`config.mk`:
```
export PLATFORM = sky130hd
export DESIGN_NAME = fsrt_front
export DESIGN_NICKNAME = d
export VERILOG_FILES = /design/src/hw/rtl/fsrt_pkg.sv /design/src/hw/rtl/fsrt_front.sv
export VERILOG_INCLUDE_DIRS = /design/src /design/src/hw/rtl
export SDC_FILE = /design/constraint.sdc
export NUM_CORES = 1
export LEC_CHECK = 0
export BUFFER_PORTS_ARGS = -buffer_cell sky130_fd_sc_hd__buf_4
export CAP_MARGIN = 20
export CORE_MARGIN = 2
export CORE_UTILIZATION = 55
export CTS_BUF_LIST = sky130_fd_sc_hd__clkbuf_8
export DETAILED_ROUTE_END_ITERATION = 16
export GPL_TIMING_DRIVEN = 0
export PLACE_DENSITY_LB_ADDON = 0.1
export SLEW_MARGIN = 20
export SYNTH_ARGS = -nofsm -noshare
export SYNTH_HDL_FRONTEND = slang
export SYNTH_SLANG_ARGS = --single-unit
```
`constraint.sdc`:
```
create_clock -name aclk -period 4.05 [get_ports aclk]
set_clock_uncertainty 0.15 [all_clocks]
set_input_delay 0.81 -clock aclk [delete_from_list [all_inputs] [get_ports aclk]]
set_output_delay 0.81 -clock aclk [all_outputs]
set_load 0.005 [all_outputs]
```
`src/hw/rtl/flash_sector_remap_table_defines.svh`:
```
// ----------------------------------------------------------------------------
// Assertion macros for the flash sector remap table
// Concurrent checks that compile away when SYNTHESIS is set.
// ----------------------------------------------------------------------------
`ifndef FLASH_SECTOR_REMAP_TABLE_DEFINES_SVH
`define FLASH_SECTOR_REMAP_TABLE_DEFINES_SVH

`ifndef SYNTHESIS
// prop must hold at every clock edge outside reset
`define FSRT_ASSERT(label, clk, rst_n, prop, msg) \
    label: assert property (@(posedge clk) disable iff (!rst_n) (prop)) else $error(msg);
// cond must never be true outside reset
`define FSRT_ASSERT_NEVER(label, clk, rst_n, cond, msg) \
    label: assert property (@(posedge clk) disable iff (!rst_n) !(cond)) else $error(msg);
`else
`define FSRT_ASSERT(label, clk, rst_n, prop, msg)
`define FSRT_ASSERT_NEVER(label, clk, rst_n, cond, msg)
`endif

`endif

```
`src/hw/rtl/fsrt_pkg.sv`:
```
// ----------------------------------------------------------------------------
// fsrt_pkg
// Shared types, codes and defaults of the flash sector remap table.
// ----------------------------------------------------------------------------
`default_nettype none

package fsrt_pkg;

    localparam int TABLE_DEPTH_DEF  = 4096;
    localparam int SECTOR_BYTES_DEF = 256 * 16;

    // request queue between front and back
    localparam int QUEUE_DEPTH = 2;

    localparam logic [1:0] REQ_LOAD   = 2'd0;
    localparam logic [1:0] REQ_LOOKUP = 2'd1;
    localparam logic [1:0] REQ_REMAP  = 2'd2;

    localparam logic [1:0] STAT_OK      = 2'd0;
    localparam logic [1:0] STAT_RANGE   = 2'd1;
    localparam logic [1:0] STAT_NOSPARE = 2'd2;

    localparam logic [1:0] CFG_LOGICAL_COUNT = 2'd0;
    localparam logic [1:0] CFG_SPARE_FIRST   = 2'd1;
    localparam logic [1:0] CFG_TABLE_FIRST   = 2'd2;
    localparam logic [1:0] CFG_DISK_BASE     = 2'd3;

    typedef struct packed {
        logic [1:0]  req;
        logic [15:0] lba;
        logic [15:0] val;
        logic        range_err;
        logic [16:0] tsec;
    } fsrt_cmd_t;

    typedef enum logic [1:0] {
        BK_IDLE,
        BK_SCAN,
        BK_ALLOC,
        BK_DONE
    } fsrt_bk_state_t;

endpackage

`default_nettype wire

```
`src/hw/rtl/fsrt_front.sv`:
```
// ----------------------------------------------------------------------------
// fsrt_front
// Request intake: range check, write-back sector, short request queue.
// ----------------------------------------------------------------------------
`default_nettype none

`include "flash_sector_remap_table_defines.svh"

module fsrt_front #(
    parameter int TABLE_DEPTH  = fsrt_pkg::TABLE_DEPTH_DEF,
    parameter int SECTOR_BYTES = fsrt_pkg::SECTOR_BYTES_DEF
) (
    input  wire logic                             aclk,
    input  wire logic                             aresetn,
    input  wire logic                             s_tvalid,
    output logic                                  s_tready,
    input  wire logic [31:0]                      s_tdata,  // logical_sector, entry_value
    input  wire logic [1:0]                       s_tuser,  // req_type
    input  wire logic [$clog2(TABLE_DEPTH+1)-1:0] limit,
    input  wire logic [15:0]                      table_first,
    output fsrt_pkg::fsrt_cmd_t                   head,
    output logic                                  head_valid,
    input  wire logic                             pop
);

    import fsrt_pkg::*;

    localparam int TS_SHIFT = $clog2(SECTOR_BYTES / 2);
    localparam int QPW      = $clog2(QUEUE_DEPTH);
    localparam int QCW      = $clog2(QUEUE_DEPTH + 1);

    fsrt_cmd_t        q_reg [QUEUE_DEPTH];
    logic [QPW-1:0]   wr_ptr_reg, rd_ptr_reg;
    logic [QCW-1:0]   count_reg;
    fsrt_cmd_t        cmd_in;
    logic             push;
    logic [15:0]      lba;

    assign lba = s_tdata[15:0];

    always_comb begin
        cmd_in.req       = s_tuser;
        cmd_in.lba       = lba;
        cmd_in.val       = s_tdata[31:16];
        cmd_in.range_err = !(17'(lba) < 17'(limit));
        // entries per table sector is a power of two
        cmd_in.tsec      = 17'(table_first) + 17'(lba >> TS_SHIFT);
    end

    assign s_tready   = (count_reg != QCW'(QUEUE_DEPTH));
    assign push       = s_tvalid && s_tready;
    assign head       = q_reg[rd_ptr_reg];
    assign head_valid = (count_reg != '0);

    always_ff @(posedge aclk) begin
        if (push) begin
            q_reg[wr_ptr_reg] <= cmd_in;
        end
    end

    always_ff @(posedge aclk) begin
        if (!aresetn) begin
            wr_ptr_reg <= '0;
            rd_ptr_reg <= '0;
            count_reg  <= '0;
        end else begin
            if (push) begin
                wr_ptr_reg <= wr_ptr_reg + QPW'(1);
            end
            if (pop) begin
                rd_ptr_reg <= rd_ptr_reg + QPW'(1);
            end
            case ({push, pop})
                2'b10:   count_reg <= count_reg + QCW'(1);
                2'b01:   count_reg <= count_reg - QCW'(1);
                default: count_reg <= count_reg;
            endcase
        end
    end

    `FSRT_ASSERT_NEVER(a_pop_empty, aclk, aresetn, pop && (count_reg == '0), "pop from empty queue")
    `FSRT_ASSERT(a_count_bound, aclk, aresetn, count_reg <= QCW'(QUEUE_DEPTH), "queue overflow")

endmodule

`default_nettype wire

```
==> Yosys cells after proc, flatten, opt, wreduce, memory -nomap -nowiden <==
Memory sizes are Yosys's and may differ from the RTL's. A register that Yosys moved wholly into a read port is not among the register bits.
Cells that the tools add are included.
{ "classes": {"n_lt_le_gt_ge": 1, "addsub": 5, "mux": 5, "eq_ne": 3, "reduce_logical": 4} }
{ "op_table": {"columns": ["cell", "n"], "rows": [
  ["$add 16x5->17", 1],
  ["$lt 16x13->1", 1],
  ["$mux 1", 4],
  ["$pmux 2 s2", 1],
  ["$reduce_bool 2->1", 2],
  ["$add 1x1->1 const B", 2],
  ["$add 2x1->2 const B", 1],
  ["$eq 2x1->1 const B", 1],
  ["$eq 2x2->1 const B", 1],
  ["$ne 2x2->1 const B", 1],
  ["$sub 2x1->2 const B", 1],
  ["$logic_and 1x1->1", 1],
  ["$logic_not 1->1", 1]
]} }
{ "totals": {"in_bits": 67, "ramBits": 104, "regBits": 4, "n_memories": 1, "out_inout_bits": 54, "word_cells": 22} }
{ "memory_table": {"columns": ["memory", "depth", "word_bits", "read_ports", "rd_clocked_by_memory_dff", "write_ports", "line", "text"], "rows": [
  ["q_reg", 2, 52, 1, 1, 1, "fsrt_front.sv:32", "fsrt_cmd_t q_reg [QUEUE_DEPTH];"]
]} }

==> Depth between registers and ports, before layout <==
Gate-level depths: netlist (run 1).
{ "logic_depth": {"ltp_word": 4, "depth_mapped": 6, "depth_no_buf": 6} }

==> Worst setup path before layout (run 1) <==
OpenSTA, ideal clock, no wires.
{ "synth_timing": {"path_kind": "in2reg", "start": "input s_tvalid", "end": "memory q_reg[0][0] (netlist name) (enable)", "arrival_ps": 3084, "path_stages": 2, "setup_slack_ps": 354, "required_ps": 3438, "cell_sequence": "nand2_1 > nor2_1"} }
{ "synth_via": {"elab_chain_cells": 3} }
{ "synth_rtl": {"columns": ["item", "line", "text"], "rows": [
  ["from (decl)", "fsrt_front.sv:15", "input wire logic s_tvalid,"],
  ["$logic_and 1x1->1", "fsrt_front.sv:51", "assign push = s_tvalid && s_tready;"],
  ["$mux 1", "fsrt_front.sv:56", "if (push) begin"],
  ["$mux 1 (implied by the code)", "fsrt_front.sv:57", "q_reg[wr_ptr_reg] <= cmd_in;"],
  ["to (decl)", "fsrt_front.sv:32", null]
]} }
No other way between the ends.

==> results of run 1 <==
[cell usage after synthesis, drive strengths merged (4+ instances only)]
cell type  instances  share of area
edfxtp           104           0.66
mux2              52           0.12
ha                18          0.048
inv               12         0.0096
nand2             12         0.0096
xnor2             10          0.019
a21oi              9         0.0096
nor2               7         0.0056
xor2               7          0.013
and2               5         0.0067
and3               5         0.0077
buf                5         0.0053
dfxtp              5          0.021
nand3              5         0.0053
o21ai              5         0.0053
nand4              4         0.0053
[cell type report]
type | count | area share
clock inverters | 7 | 0.01249
repair buffers | 123 | 0.1611
plain buffers | 6 | 0.004787
inverters | 12 | 0.007492
clock buffers | 9 | 0.02060
well taps | 105 | 0.02185
multi-input cells | 158 | 0.2356
flip-flops and latches | 109 | 0.5361
[worst max path at each step]
stage                    to  slack [ps]  depth (start not counted)
2_1_floorplan   q_reg[0][0]         350                          2
3_3_place_gp   q_reg[0][25]       -1010                          3
3_5_place_dp   q_reg[1][11]        1230                          6
4_1_cts            head[46]        1240                          4
5_1_grt            head[46]        1140                          4
6_report           head[46]        1270                          4
[kinds of logic after synthesis]
group / Yosys count
flops: 109
mux: 52
simple gates: 49
compound gates: 21
fa+ha+maj: 19
buf+inv: 18
xor+xnor: 17
[routing by layer]
layer	vias to the layer above	global-route usage	routed length [um]
li1	1349	-	-
met1	1335	0.2299	3559
met2	91	0.3333	4385
met3	14	0.04577	574
met4	0	0.08685	154
met5	-	0	0
[worst max-delay path, delay by kind of cell (launching register included)]
family | cells | cell delay [ps]
multiplexers | 1 | 390
flip-flops | 1 | 320
buffers and inverters | 3 | 760
[metrics by stage]
stage | hold slack [ps] | area (um2) | util
2_1_floorplan | 322.8 | 4701 | -
3_3_place_gp | 337.2 | 5733 | 0.6942
3_5_place_dp | 360.6 | 5813 | 0.7039
4_1_cts | 376.4 | 6012 | 0.7280
5_1_grt | 445.6 | 6012 | 0.7280
6_report | 370.5 | 6012 | 0.7280
[power by group]
part | total [mW] | switching, mW | internal [mW]
registers | 1.41 | 0.0301 | 1.38
logic | 0.526 | 0.238 | 0.288
clock network | 0.645 | 0.357 | 0.288
==> impl_metrics.yaml, run 1 <==
status:
  status: "finished, final reports clean"
synth:
  synthFlopType: "edfxtp_1"
  synth.area.mux_share: 0.1246
  synth_top_family_by_area: "multiplexers"
  synth_area_mm2: 0.004701
  synth_cells: 285
  synthSimpleGateAreaFrac: 0.05536
  synthArstFlopShare: 0
  ys_ff_latch: 109
  syn_nets: 371
  seq_area_frac_synth: 0.6857
  synth-adder-area-share: 0.05217
  yosys_warnings: 0
  synth_edf_count: 104
  synthXorXnorAreaFrac: 0.03167
  synth.distinct_cells: 34
  synth_compound_area_frac: 0.03487
  syn-mean-instance-area_um2: 16.49
floorplan:
  core_area_mm2: 0.008258
  die-area_mm2: 0.009303
  io_pins: 121
  die_height_um: 96.45
  initial_core_util: 0.5692
  core.rowCount: 33
  chipWidth_um: 96.45
min_path:
  holdPathEnd: "count_reg[1]"
  hold_path_depth: 2
  worstHoldPathType: "flop to flop"
  worst_hold_startpoint: "count_reg[1]"
clocking:
  clk_pin_slew_worst_paths_ps: 100
  cts_setup_buffers: 0
  cts_tree: "yes"
  htree_levels: 3
  ctsHoldBuffers: 0
  clockBufferDepth: 2
  cts_buffers: 9
  numClockSinks: 109
  clk-insertion-delay-late_ps: 350
  cts_root_buf: "clkbuf_8"
  cts-resized-gates: 0
sta:
  tightest_slew_ps: 515.6
  fmax_mhz: 360.2
  slew_headroom: 0.6563
  rsz0062_at_grt: "no"
  final_max_slew_viol_count: 0
  fin_crit_sh: 0.6855
  final.min_clock_period_ps: 2776
  hold_viol: 0
  setup_viol: 0
  fin_ws_ps: 1274
  fin_setup_tns_ps: 0
power_and_ir_drop:
  p_leak_nw: 2.357
  power.total_mw: 2.581
  peakVddDrop_v: 0.0002520
  powerDensity_mw_per_mm2: 429.3
final_layout:
  diodes: 0
  multi_input_area_mm2: 0.001416
  n_fill_cell: 525
  fin_cells: 529
  drive_above_1_share: 0.4764
  layout_commonest_cell: "buf_4"
  fin_nets: 505
  area_growth_pct: 27.89
  largest_reg_flops: 104
  regArea_mm2: 0.003223
  layout_common_cells: "120 x buf_4, 104 x edfxtp_1, 52 x mux2_2, 18 x ha_1"
critical_path:
  required_ps: 3090
  timing_worst_setup_path_type: "flop to output port"
  arrival_ps: 1820
  crit_fanout: 10
  start_kind: "flop"
  cp_slowest_cell: "mux2_2"
  cpPeakStageDelay_ps: 390
  r2r-start: "count_reg[0]"
  worstPathCellList: "clkbuf_1 -> buf_2 -> mux2_2 -> buf_4"
  reg2reg_to: "count_reg[1]"
  end_kind: "output port"
  reg2reg_slack_ps: 2230
  worstRegToRegCells: 5
drt:
  wl_um: 8673
  drtIter0Drc: 146
  ant_nets: 0
  wire_per_inst_um: 16.40
  vias_per_cell: 5.272
  vias: 2789
  route.detailed.drc: 0
  dr.pass1.iters: 4
run:
  maxCapViolCount: 0
global_routing:
  grt_pass1_vias: 2820
  grt_max_degree: 53
  grt_usage: 0.1929
  grt_first_pass_wirelength_um: 13140
  grt_overflow_total: 0
  antenna_found_initial: 0
placed_design:
  dp_slack_ps: 1226
  port_buffers: 120
  gp_congestion: 0.7956
  placed_cells: 513
  dp_hpwl_um: 6136
(Power assumes the default switching activity.)
==> run 2: changes to the inputs <==
--- a/config.mk
+++ b/config.mk
@@ -6,6 +6,7 @@
 export SDC_FILE = /design/constraint.sdc
 export NUM_CORES = 1
 export LEC_CHECK = 0
+export ABC_AREA = 1
 export BUFFER_PORTS_ARGS = -buffer_cell sky130_fd_sc_hd__buf_4
 export CAP_MARGIN = 20
 export CORE_MARGIN = 2
==> constraint.sdc (replaced) <==
create_clock -name aclk -period 2.56 [get_ports aclk]
set_clock_uncertainty 0.15 [all_clocks]
set_input_delay 0.512 -clock aclk [delete_from_list [all_inputs] [get_ports aclk]]
set_output_delay 0.512 -clock aclk [all_outputs]
set_load 0.005 [all_outputs]
==> run 2 against run 1 <==
Compared with the run above: clock power is 47% higher; clock-buffer cell count stayed put; first-iteration DRC count is 40% lower; routed wire length is 5.3% higher; via count is 7.7% higher; largest power group unchanged; critical endpoint is now head[4].
==> impl_metrics.yaml, run 2 <==
clocking:
  htree_levels: 3
  cts_tree: "yes"
  numClockSinks: 109
  cts_root_buf: "clkbuf_8"
  clk_pin_slew_worst_paths_ps: 110
  cts_setup_buffers: 0
  clockBufferDepth: 2
  cts-resized-gates: 0
  clk-insertion-delay-late_ps: 350
  ctsHoldBuffers: 0
  cts_buffers: 9
sta:
  slew_headroom: 0.6416
  setup_viol: 0
  rsz0062_at_grt: "no"
  fin_setup_tns_ps: 0
  fmax_mhz: 429.7
  tightest_slew_ps: 536.3
  final_max_slew_viol_count: 0
  final.min_clock_period_ps: 2327
  hold_viol: 0
  fin_crit_sh: 0.9090
  fin_ws_ps: 232.9
critical_path:
  critPathMostFrequentCell: "buf_2"
  crit_fanout: 10
  cpPeakStageDelay_ps: 390
  start_kind: "flop"
  cp_slowest_cell: "mux2_2"
  path_buf_inv: 3
  timing_worst_setup_path_type: "flop to output port"
  crit_family: "buffers and inverters"
  worstPathCellList: "buf_2 -> buf_2 -> mux2_2 -> buf_4"
  end_kind: "output port"
  required_ps: 1900
  arrival_ps: 1670
synth:
  synth.distinct_cells: 24
  syn_nets: 420
  yosysTopAreaCellShare: 0.6536
  synth_area_mm2: 0.004778
  yosys-top-cells-count: "104 x edfxtp_1, 52 x mux2_2, 49 x nand2_1, 27 x inv_1, 18 x ha_1"
  synthArstFlopShare: 0
  syn-mean-instance-area_um2: 14.31
  yosys_warnings: 0
  synth_cells: 334
  synth_top_family_by_area: "multiplexers"
  synth_edf_count: 104
  ys_ff_latch: 109
  yosysMostFrequentCell: "edfxtp_1"
  seq_area_frac_synth: 0.6745
  yosysTopAreaCell: "edfxtp_1"
  synthFlopType: "edfxtp_1"
  synth-adder-area-share: 0.05132
  synthSimpleGateAreaFrac: 0.08641
  synth_compound_area_frac: 0.02121
  synthTopCellsByArea: "edfxtp_1 65%, mux2_2 12%, ha_1 4.7%, nand2_1 3.8%, inv_1 2.1%"
  synthXorXnorAreaFrac: 0.01650
  synth.area.mux_share: 0.1225
drt:
  vias: 3004
  drtIter0Drc: 88
  wire_per_inst_um: 15.69
  route.detailed.drc: 0
  wl_um: 9133
  dr.pass1.iters: 4
  ant_nets: 0
  vias_per_cell: 5.162
placed_design:
  dp_slack_ps: 300.0
  gp_congestion: 0.8478
  dp_hpwl_um: 6865
  port_buffers: 120
final_layout:
  drive_above_1_share: 0.4388
  diodes: 0
  area_growth_pct: 28.04
  layout_commonest_cell: "buf_4"
  layout_common_cells: "120 x buf_4, 104 x edfxtp_1, 52 x mux2_2, 49 x nand2_1, 27 x inv_1"
  largest_reg_flops: 104
  fin_nets: 555
  n_fill_cell: 618
global_routing:
  grt_usage: 0.2019
  grt_overflow_total: 0
  grt_first_pass_wirelength_um: 14920
  antenna_found_initial: 0
  grt_max_degree: 23
  grt_pass1_vias: 3074
power_and_ir_drop:
  p_leak_nw: 2.497
  powerDensity_mw_per_mm2: 626.1
  peakVddDrop_v: 0.0003259
floorplan:
  die-area_mm2: 0.009450
  io_pins: 121
  core.rowCount: 34
  core_area_mm2: 0.008551
  die_height_um: 97.21
  chipWidth_um: 97.21
  initial_core_util: 0.5588
min_path:
  worstHoldPathType: "input port to flop"
run:
  maxCapViolCount: 0
status:
  status: "finished, final reports clean"
run 2: changes by cell type after synthesis, sizes merged, moves of 5 or more:
cell | before | now
nand2 | 12 | 54
inv | 12 | 27
nor2 | 7 | 18
xnor2 | 10 | 1
nand3 | 5 | 12
and2 | 5 | 0
and3 | 5 | 0
run 2: through the flow:
step,cell area [um2],util,std cells,power [mW],hold slack (ps)
finish,6118,0.7155,582,3.831,178.1
floorplan,4783,-,334,2.530,307.9
global route,6118,0.7155,582,4.024,154.1
global placement,5819,0.6806,562,2.871,317.8
CTS,6118,0.7155,582,3.877,157.4
detailed placement,5939,0.6946,566,2.935,332.6
run 2: worst paths after layout:
| kind | to | slack (ps) | start | depth (start not counted) |
|---|---|---|---|---|
| hold reg to reg | count_reg[1] | 340 | count_reg[1] | 2 |
| setup reg to reg | q_reg[1][41] | 500 | count_reg[0] | 6 |
| hold / removal | q_reg[0][25] | 180 | s_tdata[23] | 1 |
| setup / recovery | head[4] | 230 | flop | 4 |
run 2: power by group:
| group | leakage (nW) | switching (mW) | internal, mW | total (mW) |
|---|---|---|---|---|
| Combinational | 1.40 | 0.340 | 0.391 | 0.731 |
| Sequential | 1.01 | 0.0324 | 2.12 | 2.15 |
| Clock | 0.0887 | 0.580 | 0.367 | 0.947 |
run 2: kinds of logic after synthesis:
logic type	count (synthesis)
compound gates	19
mux	52
xor+xnor	9
flops	109
fa+ha+maj	19
buf+inv	33
simple gates	93
run 2: area by class of cell:
cell class	instances	area (um2)	share of cell area
clock inverters	7	55.05	0.008998
flip-flops and latches	109	3223	0.5268
plain buffers	6	30.03	0.004908
clock buffers	9	123.9	0.02025
well taps	108	135.1	0.02209
repair buffers	124	1011	0.1652
multi-input cells	192	1439	0.2352
inverters	27	101.3	0.01656
run 2: per-layer routing:
layer	vias to the layer above	wire (um)	global-route usage
met5	-	0	0
met4	0	72	0.07372
met3	7	489	0.03741
met2	93	4717	0.3531
met1	1429	3853	0.2523
li1	1475	-	-
==> run 3: changes to the inputs <==
--- a/config.mk
+++ b/config.mk
@@ -14,7 +14,7 @@
 export CTS_BUF_LIST = sky130_fd_sc_hd__clkbuf_8
 export DETAILED_ROUTE_END_ITERATION = 16
 export GPL_TIMING_DRIVEN = 0
-export PLACE_DENSITY_LB_ADDON = 0.1
+export PLACE_DENSITY = 0.8
 export SLEW_MARGIN = 20
 export SYNTH_ARGS = -nofsm -noshare
 export SYNTH_HDL_FRONTEND = slang
==> run 3 against run 2 <==
Compared with the run above: cell area increased by 0.65%; die area unchanged; clock power increased by 20%; fmax about the same; first-iteration DRC count increased by 44%; core utilization increased by 0.47 points; critical path depth unchanged; critical endpoint is now head[3].
==> impl_metrics.yaml, run 3 (synthesized netlist as in run 2, its figures left out) <==
final_layout:
  fin_cells: 582
  drive_above_1_share: 0.4409
  fin_area_mm2: 0.006158
  largest_reg_flops: 104
  layout_common_cells: "120 x buf_4, 104 x edfxtp_1, 52 x mux2_2, 49 x nand2_1, 27 x inv_1"
  layout_commonest_cell: "buf_4"
  fin_nets: 555
  diodes: 0
  n_fill_cell: 580
  area_growth_pct: 28.88
critical_path:
  worstPathCellList: "buf_2 -> buf_2 -> mux2_2 -> buf_4"
  cpPeakStageDelay_ps: 390
  timing_worst_setup_path_type: "flop to output port"
  crit_family: "buffers and inverters"
  critPathMostFrequentCell: "buf_2"
  end_kind: "output port"
  reg2reg_to: "q_reg[1][25]"
  reg2reg_slack_ps: 590
  r2r-start: "count_reg[0]"
  cp_slowest_cell: "mux2_2"
  start_kind: "flop"
  path_buf_inv: 3
  worstRegToRegCells: 5
  path_depth: 4
  arrival_ps: 1660
  required_ps: 1900
  crit_fanout: 10
min_path:
  holdPathEnd: "q_reg[1][21]"
  hold_path_depth: 1
  worst_hold_startpoint: "s_tdata[19]"
  worstHoldPathType: "input port to flop"
global_routing:
  grt_usage: 0.2038
  grt_pass1_vias: 3171
  grt_overflow_total: 0
  grt_first_pass_wirelength_um: 15040
  grt_max_degree: 25
  antenna_found_initial: 0
sta:
  hold_viol: 0
  hold_ws_ps: 166.0
  fmax_mhz: 430.1
  fin_crit_sh: 0.9082
  rsz0062_at_grt: "no"
  fin_setup_tns_ps: 0
  final_max_slew_viol_count: 0
  final.min_clock_period_ps: 2325
  setup_viol: 0
  slew_headroom: 0.5322
  tightest_slew_ps: 700.0
clocking:
  cts-resized-gates: 0
  clk_pin_slew_worst_paths_ps: 110
  cts_root_buf: "clkbuf_8"
  cts_setup_buffers: 0
  cts_buffers: 9
  htree_levels: 3
  ctsHoldBuffers: 0
  numClockSinks: 109
  clockBufferDepth: 2
  clk-insertion-delay-late_ps: 360
  cts_tree: "yes"
floorplan:
  die-area_mm2: 0.009450
  chipWidth_um: 97.21
  core.rowCount: 34
  io_pins: 121
  core_area_mm2: 0.008551
  initial_core_util: 0.5588
  die_height_um: 97.21
status:
  status: "finished, final reports clean"
placed_design:
  dpl_cell_area_mm2: 0.005932
  port_buffers: 120
  dp_hpwl_um: 6804
  placed_cells: 566
  gp_congestion: 0.8095
power_and_ir_drop:
  peakVddDrop_v: 0.0004033
  p_leak_nw: 2.516
  power.total_mw: 4.026
  powerDensity_mw_per_mm2: 653.7
drt:
  wl_um: 9204
  vias: 3022
  wire_per_inst_um: 15.81
  drtIter0Drc: 127
  dr.pass1.iters: 4
  route.detailed.drc: 0
  ant_nets: 0
  vias_per_cell: 5.192
run:
  maxCapViolCount: 0
[run 3: worst max path at each step]
stage / endpoint / startpoint / slack (ps)
after CTS: head[8] / flop / 200
after detailed placement: q_reg[0][6] / s_tdata[11] / 280
after global routing: head[3] / flop / 140
after global placement: q_reg[1][18] / s_tvalid / -860
after floorplan: q_reg[1][0] / s_tvalid / 5
final: head[3] / flop / 240
[run 3: metrics by stage]
| step | setup slack [ps] | util |
|---|---|---|
| after floorplan | 4.962 | - |
| after global placement | -859.8 | 0.6806 |
| after detailed placement | 280.1 | 0.6937 |
| after CTS | 195.3 | 0.7202 |
| after global routing | 137.4 | 0.7202 |
| final | 235.1 | 0.7202 |
[run 3: metal layers]
| metal | global-route usage | wire [um] | part of all wire | vias up |
|---|---|---|---|---|
| li1 | - | - | - | 1480 |
| met1 | 0.2384 | 3627 | 0.39 | 1450 |
| met2 | 0.3723 | 4987 | 0.54 | 79 |
| met3 | 0.04604 | 456 | 0.050 | 13 |
| met4 | 0.06624 | 132 | 0.014 | 0 |
| met5 | 0 | 0 | 0 | - |
[run 3: where the power goes]
group / internal, mW / switching (mW)
Clock: 0.563 / 0.581
Combinational: 0.388 / 0.339
Sequential: 2.12 / 0.0329
[run 3: worst reg2reg max path, stage by stage, from the launching register on]
cell and delay [ps]:
dfxtp_1 360, inv_1 80, nand2_1 100, nand2_1 160
nor2_4 580, buf_16 250
[run 3: layout make-up]
type                            instances  area [um2]  share of cell area
Multi-Input combinational cell        192        1439              0.2336
Clock inverter                          7       102.6             0.01666
Inverter                               27       101.3             0.01646
Timing Repair Buffer                  124        1003              0.1629
Buffer                                  6       30.03            0.004876
Tap cell                              108       135.1             0.02194
Sequential cell                       109        3223              0.5234
Clock buffer                            9       123.9             0.02011
